File: src/mph_pkg.sv
// Shared constants, register indexes and controller/datapath handshake types for the PID drive.
package mph_pkg;

    localparam int CFG_IDX_W  = 3;
    localparam int CFG_DATA_W = 16;

    localparam logic [CFG_IDX_W-1:0] REG_PROP_GAIN     = 3'd0;
    localparam logic [CFG_IDX_W-1:0] REG_INTEG_GAIN    = 3'd1;
    localparam logic [CFG_IDX_W-1:0] REG_DERIV_GAIN    = 3'd2;
    localparam logic [CFG_IDX_W-1:0] REG_UPDATE_PERIOD = 3'd3;
    localparam logic [CFG_IDX_W-1:0] REG_SWAP_OUTPUTS  = 3'd4;

    localparam logic [1:0] MODE_TICK = 2'd0;
    localparam logic [1:0] MODE_MEAS = 2'd1;
    localparam logic [1:0] MODE_FWD  = 2'd2;
    localparam logic [1:0] MODE_REV  = 2'd3;

    localparam logic [16:0] ELAPSED_MAX = 17'h1FFFF;
    localparam logic signed [16:0] ERR_WINDOW_HI = 17'sd20;
    localparam logic signed [16:0] ERR_WINDOW_LO = -17'sd20;
    localparam logic signed [33:0] INTEG_LIMIT_POS = 34'sd2147483648;
    localparam logic signed [33:0] INTEG_LIMIT_NEG = -34'sd2147483648;
    localparam logic signed [42:0] TOTAL_MAX_FX = 43'sd256000;
    localparam logic [9:0] TOTAL_MAX_INT = 10'd1000;

    // floor(23*x/1000) for x up to 1000 equals (x * RECIP_23) >> RECIP_SHIFT.
    localparam logic [22:0] RECIP_23    = 23'd6174028;
    localparam int          RECIP_SHIFT = 28;

    // Dividend of the derivative division: 30-bit product with 8 fraction bits.
    localparam int DIV_BITS  = 38;
    localparam int DIV_CNT_W = 6;

    typedef struct packed {
        logic in_ready;
        logic accept;
        logic calc_err;
        logic mul;
        logic intg;
        logic sum;
        logic clamp;
        logic scale;
        logic map;
        logic push;
    } mph_cmd_t;

    typedef struct packed {
        logic item_valid;
        logic item_drive;
        logic due;
        logic div_done;
        logic out_free;
    } mph_stat_t;

endpackage

File: src/mph_if.sv
// Request and result channel interfaces of the PID drive.
interface mph_item_if;
    logic              valid;
    logic              ready;
    logic [1:0]        mode;
    logic signed [15:0] setpoint;
    logic signed [15:0] measured;

    modport source (output valid, output mode, output setpoint, output measured, input ready);
    modport sink   (input valid, input mode, input setpoint, input measured, output ready);
endinterface

interface mph_result_if;
    logic       valid;
    logic       ready;
    logic [9:0] duty_a;
    logic [9:0] duty_b;
    logic       recomputed;

    modport source (output valid, output duty_a, output duty_b, output recomputed, input ready);
    modport sink   (input valid, input duty_a, input duty_b, input recomputed, output ready);
endinterface

File: src/motor_pid_hbridge_drive_core.sv
// Top level of the PID speed loop that drives an H-bridge through two PWM duties.
// Tick and measurement requests are taken one per cycle while the controller is idle
// and give no result. A drive request gives one result: when no update is due the
// controller goes straight to its done state and pushes the held duty into the result
// register once that is free, and the next request can then be taken; when the elapsed
// milliseconds exceed the update period the PID recomputes before the next request can
// be taken, a span set mainly by the 38-step restoring divider that scales the
// derivative term by the period. A finished result waits in an output register, so
// ticks and measurements are still taken while it is unread. Configuration writes are
// registered and are meant to be made while the block is idle.
module motor_pid_hbridge_drive_core (
    input  logic                           clk,
    input  logic                           rst_n,
    input  logic                           cfg_we,
    input  logic [mph_pkg::CFG_IDX_W-1:0]  cfg_idx,
    input  logic [mph_pkg::CFG_DATA_W-1:0] cfg_data,
    mph_item_if.sink                       item,
    mph_result_if.source                   result
);

    mph_pkg::mph_cmd_t  cmd;
    mph_pkg::mph_stat_t stat;

    mph_ctrl u_ctrl (
        .clk   (clk),
        .rst_n (rst_n),
        .stat  (stat),
        .cmd   (cmd)
    );

    mph_dpath u_dpath (
        .clk      (clk),
        .rst_n    (rst_n),
        .cfg_we   (cfg_we),
        .cfg_idx  (cfg_idx),
        .cfg_data (cfg_data),
        .item     (item),
        .result   (result),
        .cmd      (cmd),
        .stat     (stat)
    );

endmodule

File: src/mph_div.sv
// Restoring divider, one quotient bit per cycle, for the derivative term.
module mph_div (
    input  logic                          clk,
    input  logic                          rst_n,
    input  logic                          start,
    input  logic [mph_pkg::DIV_BITS-1:0]  dividend,
    input  logic [15:0]                   divisor,
    output logic [mph_pkg::DIV_BITS-1:0]  quotient,
    output logic                          done
);

    logic [mph_pkg::DIV_BITS-1:0]  num_reg, num_next;
    logic [15:0]                   rem_reg, rem_next;
    logic [mph_pkg::DIV_CNT_W-1:0] cnt_reg, cnt_next;
    logic                          busy_reg, busy_next;
    logic                          done_reg, done_next;
    logic [17:0]                   trial;
    logic                          ge;

    always_comb
    begin
        trial = {1'b0, rem_reg, num_reg[mph_pkg::DIV_BITS-1]} - {2'b00, divisor};
        ge    = !trial[17];
        num_next  = num_reg;
        rem_next  = rem_reg;
        cnt_next  = cnt_reg;
        busy_next = busy_reg;
        done_next = done_reg;
        if (start)
        begin
            num_next  = dividend;
            rem_next  = '0;
            cnt_next  = '0;
            busy_next = 1'b1;
            done_next = 1'b0;
        end
        else if (busy_reg)
        begin
            num_next = {num_reg[mph_pkg::DIV_BITS-2:0], ge};
            rem_next = ge ? trial[15:0] : {rem_reg[14:0], num_reg[mph_pkg::DIV_BITS-1]};
            cnt_next = cnt_reg + 1'b1;
            if (cnt_reg == mph_pkg::DIV_CNT_W'(mph_pkg::DIV_BITS - 1))
            begin
                busy_next = 1'b0;
                done_next = 1'b1;
            end
        end
    end

    always_ff @(posedge clk or negedge rst_n)
    begin
        if (!rst_n)
        begin
            cnt_reg  <= '0;
            busy_reg <= 1'b0;
            done_reg <= 1'b0;
        end
        else
        begin
            cnt_reg  <= cnt_next;
            busy_reg <= busy_next;
            done_reg <= done_next;
        end
    end

    always_ff @(posedge clk)
    begin
        num_reg <= num_next;
        rem_reg <= rem_next;
    end

    assign quotient = num_reg;
    assign done     = done_reg;

endmodule

File: src/mph_ctrl.sv
// Sequencing state machine of the PID drive.
module mph_ctrl (
    input  logic               clk,
    input  logic               rst_n,
    input  mph_pkg::mph_stat_t stat,
    output mph_pkg::mph_cmd_t  cmd
);

    typedef enum logic [8:0] {
        S_IDLE  = 9'b000000001,
        S_ERR   = 9'b000000010,
        S_MUL   = 9'b000000100,
        S_INTG  = 9'b000001000,
        S_DIV   = 9'b000010000,
        S_SUM   = 9'b000100000,
        S_CLAMP = 9'b001000000,
        S_SCALE = 9'b010000000,
        S_DONE  = 9'b100000000
    } state_t;

    state_t state_reg, state_next;
    logic   map_pending_reg, map_pending_next;

    always_comb
    begin
        cmd              = '0;
        state_next       = state_reg;
        map_pending_next = 1'b0;
        case (state_reg)
            S_IDLE:
            begin
                cmd.in_ready = 1'b1;
                if (stat.item_valid)
                begin
                    cmd.accept = 1'b1;
                    if (stat.item_drive)
                        state_next = stat.due ? S_ERR : S_DONE;
                end
            end
            S_ERR:
            begin
                cmd.calc_err = 1'b1;
                state_next   = S_MUL;
            end
            S_MUL:
            begin
                cmd.mul    = 1'b1;
                state_next = S_INTG;
            end
            S_INTG:
            begin
                cmd.intg   = 1'b1;
                state_next = S_DIV;
            end
            S_DIV:
            begin
                if (stat.div_done)
                    state_next = S_SUM;
            end
            S_SUM:
            begin
                cmd.sum    = 1'b1;
                state_next = S_CLAMP;
            end
            S_CLAMP:
            begin
                cmd.clamp  = 1'b1;
                state_next = S_SCALE;
            end
            S_SCALE:
            begin
                cmd.scale        = 1'b1;
                map_pending_next = 1'b1;
                state_next       = S_DONE;
            end
            S_DONE:
            begin
                // After a recompute, the scaled duty is first folded into the last duty here, and only then pushed.
                if (map_pending_reg)
                    cmd.map = 1'b1;
                else if (stat.out_free)
                begin
                    cmd.push   = 1'b1;
                    state_next = S_IDLE;
                end
            end
            default:
            begin
                state_next = S_IDLE;
            end
        endcase
    end

    always_ff @(posedge clk or negedge rst_n)
    begin
        if (!rst_n)
        begin
            state_reg       <= S_IDLE;
            map_pending_reg <= 1'b0;
        end
        else
        begin
            state_reg       <= state_next;
            map_pending_reg <= map_pending_next;
        end
    end

endmodule

File: src/mph_dpath.sv
// PID datapath: configuration, loop state, arithmetic stages and the result register.
module mph_dpath (
    input  logic                             clk,
    input  logic                             rst_n,
    input  logic                             cfg_we,
    input  logic [mph_pkg::CFG_IDX_W-1:0]    cfg_idx,
    input  logic [mph_pkg::CFG_DATA_W-1:0]   cfg_data,
    mph_item_if.sink                         item,
    mph_result_if.source                     result,
    input  mph_pkg::mph_cmd_t                cmd,
    output mph_pkg::mph_stat_t               stat
);

    // Configuration
    logic [11:0] kp_reg, ki_reg, kd_reg;
    logic [15:0] period_reg;
    logic        swap_reg;

    // Loop state
    logic signed [15:0] meas_reg;
    logic signed [16:0] prev_err_reg;
    logic signed [32:0] integ_reg, integ_next;
    logic [16:0]        elapsed_reg, elapsed_next;
    logic [9:0]         last_duty_reg;

    // Per-request working registers
    logic signed [15:0] sp_reg;
    logic               fwd_reg;
    logic               rec_reg;
    logic signed [16:0] err_reg;
    logic signed [29:0] p_reg;
    logic signed [29:0] iprod_reg;
    logic               inwin_reg;
    logic               dneg_reg;
    logic [29:0]        kdm_reg;
    logic signed [42:0] total_reg, total_next;
    logic [9:0]         x_reg, x_next;
    logic [32:0]        scale_reg;

    // Result register
    logic       res_valid_reg;
    logic [9:0] duty_a_reg, duty_b_reg;
    logic       res_rec_reg;

    logic [15:0]                  per_eff;
    logic                         due;
    logic signed [17:0]           diff;
    logic [17:0]                  dmag;
    logic signed [33:0]           isum;
    logic [mph_pkg::DIV_BITS-1:0] quot;
    logic                         div_done;
    logic signed [42:0]           p_ext, d_ext, i_ext;
    logic                         to_a;

    assign per_eff = (period_reg == 16'd0) ? 16'd1 : period_reg;
    assign due     = elapsed_reg > {1'b0, per_eff};

    assign item.ready = cmd.in_ready;

    assign stat.item_valid = item.valid;
    assign stat.item_drive = (item.mode == mph_pkg::MODE_FWD) || (item.mode == mph_pkg::MODE_REV);
    assign stat.due        = due;
    assign stat.div_done   = div_done;
    assign stat.out_free   = !res_valid_reg || result.ready;

    mph_div u_div (
        .clk      (clk),
        .rst_n    (rst_n),
        .start    (cmd.intg),
        .dividend ({kdm_reg, 8'd0}),
        .divisor  (per_eff),
        .quotient (quot),
        .done     (div_done)
    );

    always_comb
    begin
        diff = 18'(err_reg) - 18'(prev_err_reg);
        dmag = diff[17] ? 18'(-diff) : 18'(diff);
    end

    always_comb
    begin
        isum = 34'(integ_reg) + 34'(iprod_reg);
        if (!inwin_reg)
            integ_next = '0;
        else if (isum > mph_pkg::INTEG_LIMIT_POS)
            integ_next = 33'(mph_pkg::INTEG_LIMIT_POS);
        else if (isum < mph_pkg::INTEG_LIMIT_NEG)
            integ_next = 33'(mph_pkg::INTEG_LIMIT_NEG);
        else
            integ_next = 33'(isum);
    end

    always_comb
    begin
        p_ext = 43'(p_reg) <<< 8;
        i_ext = 43'(integ_reg) <<< 8;
        d_ext = $signed({5'd0, quot});
        if (dneg_reg)
            d_ext = -d_ext;
        total_next = p_ext + d_ext + i_ext;
    end

    always_comb
    begin
        if (total_reg < 0)
            x_next = '0;
        else if (total_reg > mph_pkg::TOTAL_MAX_FX)
            x_next = mph_pkg::TOTAL_MAX_INT;
        else
            x_next = total_reg[17:8];
    end

    always_comb
    begin
        elapsed_next = elapsed_reg;
        if (cmd.accept && item.mode == mph_pkg::MODE_TICK)
        begin
            if (elapsed_reg != mph_pkg::ELAPSED_MAX)
                elapsed_next = elapsed_reg + 17'd1;
        end
        else if (cmd.accept && stat.item_drive && due)
            elapsed_next = '0;
    end

    assign to_a = (fwd_reg == swap_reg);

    always_ff @(posedge clk or negedge rst_n)
    begin
        if (!rst_n)
        begin
            kp_reg        <= '0;
            ki_reg        <= '0;
            kd_reg        <= '0;
            period_reg    <= 16'd1;
            swap_reg      <= 1'b1;
            meas_reg      <= '0;
            prev_err_reg  <= '0;
            integ_reg     <= '0;
            elapsed_reg   <= '0;
            last_duty_reg <= '0;
            res_valid_reg <= 1'b0;
        end
        else
        begin
            if (cfg_we)
            begin
                case (cfg_idx)
                    mph_pkg::REG_PROP_GAIN:     kp_reg     <= cfg_data[11:0];
                    mph_pkg::REG_INTEG_GAIN:    ki_reg     <= cfg_data[11:0];
                    mph_pkg::REG_DERIV_GAIN:    kd_reg     <= cfg_data[11:0];
                    mph_pkg::REG_UPDATE_PERIOD: period_reg <= cfg_data[15:0];
                    mph_pkg::REG_SWAP_OUTPUTS:  swap_reg   <= cfg_data[0];
                    default:
                    begin
                    end
                endcase
            end
            elapsed_reg <= elapsed_next;
            if (cmd.accept && item.mode == mph_pkg::MODE_MEAS)
                meas_reg <= item.measured;
            if (cmd.mul)
                prev_err_reg <= err_reg;
            if (cmd.intg)
                integ_reg <= integ_next;
            if (cmd.map)
                last_duty_reg <= x_reg + 10'(scale_reg[32:mph_pkg::RECIP_SHIFT]);
            if (cmd.push)
                res_valid_reg <= 1'b1;
            else if (result.ready)
                res_valid_reg <= 1'b0;
        end
    end

    always_ff @(posedge clk)
    begin
        if (cmd.accept)
        begin
            sp_reg  <= item.setpoint;
            fwd_reg <= (item.mode == mph_pkg::MODE_FWD);
            rec_reg <= due;
        end
        if (cmd.calc_err)
            err_reg <= 17'(sp_reg) - 17'(meas_reg);
        if (cmd.mul)
        begin
            p_reg     <= $signed({1'b0, kp_reg}) * err_reg;
            iprod_reg <= $signed({1'b0, ki_reg}) * err_reg;
            inwin_reg <= (err_reg > mph_pkg::ERR_WINDOW_LO) && (err_reg < mph_pkg::ERR_WINDOW_HI);
            kdm_reg   <= kd_reg * dmag;
            dneg_reg  <= diff[17];
        end
        if (cmd.sum)
            total_reg <= total_next;
        if (cmd.clamp)
            x_reg <= x_next;
        if (cmd.scale)
            scale_reg <= x_reg * mph_pkg::RECIP_23;
        if (cmd.push)
        begin
            duty_a_reg  <= to_a ? last_duty_reg : 10'd0;
            duty_b_reg  <= to_a ? 10'd0 : last_duty_reg;
            res_rec_reg <= rec_reg;
        end
    end

    assign result.valid      = res_valid_reg;
    assign result.duty_a     = duty_a_reg;
    assign result.duty_b     = duty_b_reg;
    assign result.recomputed = res_rec_reg;

endmodule

File: src/flat_wrapper.sv
// flat-port wrapper written by rule: the top's interface ports become plain ports
module motor_pid_hbridge_drive_core_flat 
  (clk, rst_n, cfg_we, cfg_idx, cfg_data, item_valid, item_mode, item_setpoint, item_measured, item_ready, result_valid, result_duty_a, result_duty_b, result_recomputed, result_ready);
  mph_item_if item_i ();
  mph_result_if result_i ();
  input  logic clk;
  input  logic rst_n;
  input  logic cfg_we;
  input  logic [mph_pkg::CFG_IDX_W-1:0] cfg_idx;
  input  logic [mph_pkg::CFG_DATA_W-1:0] cfg_data;
  input wire logic [$bits(item_i.valid)-1:0] item_valid;
  input wire logic [$bits(item_i.mode)-1:0] item_mode;
  input wire logic [$bits(item_i.setpoint)-1:0] item_setpoint;
  input wire logic [$bits(item_i.measured)-1:0] item_measured;
  output wire logic [$bits(item_i.ready)-1:0] item_ready;
  output wire logic [$bits(result_i.valid)-1:0] result_valid;
  output wire logic [$bits(result_i.duty_a)-1:0] result_duty_a;
  output wire logic [$bits(result_i.duty_b)-1:0] result_duty_b;
  output wire logic [$bits(result_i.recomputed)-1:0] result_recomputed;
  input wire logic [$bits(result_i.ready)-1:0] result_ready;
  assign item_i.valid = item_valid;
  assign item_i.mode = item_mode;
  assign item_i.setpoint = item_setpoint;
  assign item_i.measured = item_measured;
  assign item_ready = item_i.ready;
  assign result_valid = result_i.valid;
  assign result_duty_a = result_i.duty_a;
  assign result_duty_b = result_i.duty_b;
  assign result_recomputed = result_i.recomputed;
  assign result_i.ready = result_ready;
  motor_pid_hbridge_drive_core u_core (.clk(clk), .rst_n(rst_n), .cfg_we(cfg_we), .cfg_idx(cfg_idx), .cfg_data(cfg_data), .item(item_i), .result(result_i));
endmodule
File: config.mk
export PLATFORM = sky130hd
export DESIGN_NAME = motor_pid_hbridge_drive_core_flat
export DESIGN_NICKNAME = d
export VERILOG_FILES = /design/src/mph_pkg.sv /design/src/mph_if.sv /design/src/motor_pid_hbridge_drive_core.sv /design/src/mph_div.sv /design/src/mph_ctrl.sv /design/src/mph_dpath.sv /design/src/flat_wrapper.sv
export SDC_FILE = /design/constraint.sdc
export NUM_CORES = 2
export LEC_CHECK = 0
export BUFFER_PORTS_ARGS = -buffer_cell sky130_fd_sc_hd__buf_2
export CAP_MARGIN = 40
export CORE_ASPECT_RATIO = 1.1
export CORE_MARGIN = 10
export CORE_UTILIZATION = 35
export CTS_BUF_LIST = sky130_fd_sc_hd__clkbuf_8 sky130_fd_sc_hd__clkbuf_16
export DETAILED_ROUTE_END_ITERATION = 16
export GPL_ROUTABILITY_DRIVEN = 1
export PLACE_DENSITY = 0.47
export SLEW_MARGIN = 30
export SYNTH_ARGS = -nofsm -noshare
export SYNTH_HDL_FRONTEND = slang
export SYNTH_HIERARCHICAL = 1
export SYNTH_SLANG_ARGS = --single-unit
File: constraint.sdc
create_clock -name clk -period 8.35 [get_ports clk]
set_input_delay 0 -clock clk [delete_from_list [all_inputs] [get_ports clk]]
set_output_delay 0 -clock clk [all_outputs]
set_load 0.05 [all_outputs]
==> qor.csv <==
metric,value,unit
post-route-util,39.5,%
cts_buffer_depth,3,
cts_tree,yes,
cp_max_fo,9,
clk-insertion-delay-late,680,ps
crit_path_end_kind,flop,
postSynthCellCount,4958,
largest_reg_flops,43,
dr.pass1.iters,5,
cp_slowest_cell,fa_1,
hpwl,102000,µm
drt_iter0_drc,1673,
status,"complete, no violations",
routed_wl,127000,µm
drv_cap,0,
antenna_found_initial,3,
min_period,7980,ps
synth_commonest_cells,"919 x inv_1, 634 x fa_1, 487 x nand2_1",
gpl.final_weighted_congestion,0.861,
nNetsFinal,6248,
yosysMostFrequentCell,inv_1,
finalMaxSlewViolations,0,
die_w,376,µm
ys_seq_elements,425,
min_path_type,input port to flop,
cts.sinks,425,
dpl_cell_area,0.0517,mm²
finalSetupViolCount,0,
vias,33900,
grt-ovfl-total,0,
worstMarginPinSlew,880,ps
highest_layer,met4,
critical_path.startpoint_type,flop,
mappedNetlistArea,0.0488,mm²
report.final.hold_viol_count,0,
slowest_delay,560,ps
routedWlPerCell,18.2,µm
start_util,35.3,%
async_flop_share,38.8,%
yosysWarnings,6,
ant_nets,0,
row_count,143,
chipHeight,412,µm
syn2layout_area_growth,11.9,%
yosysUniqueCellTypes,98,
cts-buffers-inserted,52,
dieArea,0.155,mm²
post-route-period-util,95.5,%
crit_arrival,8360,ps
clock-root-buffer,clkbuf_16,
yosys.area.top_type,fa_1,
skew,85.9,ps
postLayoutCellArea,0.0546,mm²
fin_hold_ws,66.7,ps
drive_gt1_share,9.86,%
io_buffers,80,
min-delay-start,item_setpoint[12],
core,0.138,mm²
ys_top_cells_by_area,"fa_1 26%, edfxtp_1 15%, ha_1 11%, dfrtp_1 8.3%, inv_1 7.1%",
ioPinCount,81,
fill_cells,13900,
htreeDepth,2,
drcViolationCount,0,
antennaDiodeCount,0,
grtUsageTotal,16.7,%
grt_pass1_vias,36800,
synth-main-ff-cell,edfxtp_1,
max_freq,125,MHz
cts.clk_slew.worst_paths,60,ps
wl_met1,56600,µm
maxSlewHeadroom,41.3,%
critPathKind,flop to flop,
cp-startpoint,u_core/u_dpath/err_reg[0],
via_per_inst,4.86,
synth.avg_cell_area,9.84,µm²
cp.required,8740,ps
yosys.area.top_type_share,26.0,%
synth_edf_count,244,
wl_met2,63400,µm
wl_met3,3450,µm
grt_pass1_wl,207000,µm
yosysSeqAreaShare,24.1,%
grt_max_degree,66,
r2r_start,u_core/u_dpath/err_reg[0],
r2r_setup_slack,370,ps
[path summary, 6_finish.rpt]
check	end	cells past startpoint
setup / recovery	u_core/u_dpath/kdm_reg[29]	31
hold / removal	u_core/u_dpath/sp_reg[12]	2
setup reg to reg	u_core/u_dpath/kdm_reg[29]	31
hold reg to reg	u_core/u_dpath/result.recomputed	0
max in group asynchronous	u_core/u_dpath/ki_reg[5]	5
min in group asynchronous	u_core/u_dpath/prev_err_reg[5]	4
[through the flow]
stage	TNS [ps]	cells	setup slack, ps
after global routing	-46.1	6966	-20.9
after global placement	0	6772	154
after detailed placement	0	6779	91.7
final	0	6966	375
after CTS	0	6949	14.5
after floorplan	0	4965	19.7
[routing by layer]
layer / vias up / global-route usage, %
li1: 16300 / -
met1: 17000 / 21.4
met2: 437 / 29.9
met3: 146 / 1.58
met4: 0 / 4.67
met5: - / 0
[critical path: cells and delay by family (launching register included)]
family / cells / cell delay [ps]
adder cells (fa/ha/maj): 8 / 3190
AO/OA/AOI/OAI: 8 / 1630
buffers and inverters: 6 / 650
flip-flops: 1 / 400
XOR/XNOR: 2 / 250
AND/OR/NAND/NOR: 7 / 1600
[final cells by class]
cell class | count | area, µm² | share of cell area (%)
Multi-Input combinational cell | 3431 | 33100 | 60.6
Sequential cell | 425 | 11800 | 21.6
Timing Repair Buffer | 280 | 2230 | 4.08
Tap cell | 1812 | 2270 | 4.15
Clock inverter | 39 | 347 | 0.635
Inverter | 921 | 3460 | 6.33
Clock buffer | 58 | 1410 | 2.58
[cell families (layout without fill, tap and decap cells)]
| kind of cell | Yosys count | count (layout) | share of synthesized area (%) |
|---|---|---|---|
| AOI/OAI and AO/OA | 632 | 632 | 8.67 |
| xor gates and xnor gates | 251 | 251 | 4.50 |
| adders and majority gates | 1079 | 1079 | 37.4 |
| buffers and inverters | 1109 | 1298 | 8.64 |
| DFF | 425 | 425 | 24.1 |
| muxes | 118 | 118 | 2.71 |
| other | 1 | 8 | 0.00768 |
| and+or+nand+nor | 1343 | 1343 | 13.9 |
[placed cells by master (no fill, tap or decap), types with 17 or more instances in the layout]
master / instances
o21a_1: 35
buf_2: 79
a211oi_1: 28
dfrtp_1: 162
a21o_1: 51
nand3_1: 57
inv_1: 933
edfxtp_1: 244
nand2_1: 486
nand4_1: 31
nor2_1: 168
mux2_2: 113
nor2b_1: 33
ha_1: 443
xor2_1: 106
or3_1: 17
xnor2_1: 136
o22ai_1: 33
a21oi_1: 144
nand2b_1: 26
nor3_1: 49
fa_1: 633
o21ai_0: 132
buf_4: 117
dlygate4sd3_1: 72
clkbuf_16: 54
and3_1: 38
nor4_1: 21
and2_1: 328
[timing repair]
item,CTS,global route
endpoints found under the setup margin,0,11
buffers inserted,0,13
hold endpoints to repair,191,0
resized for setup,0,50
hold buffers,73,0
Power is left out: the tool's default activity adds up to more than one toggle a clock period on the data nets, which glitch-free logic cannot reach.
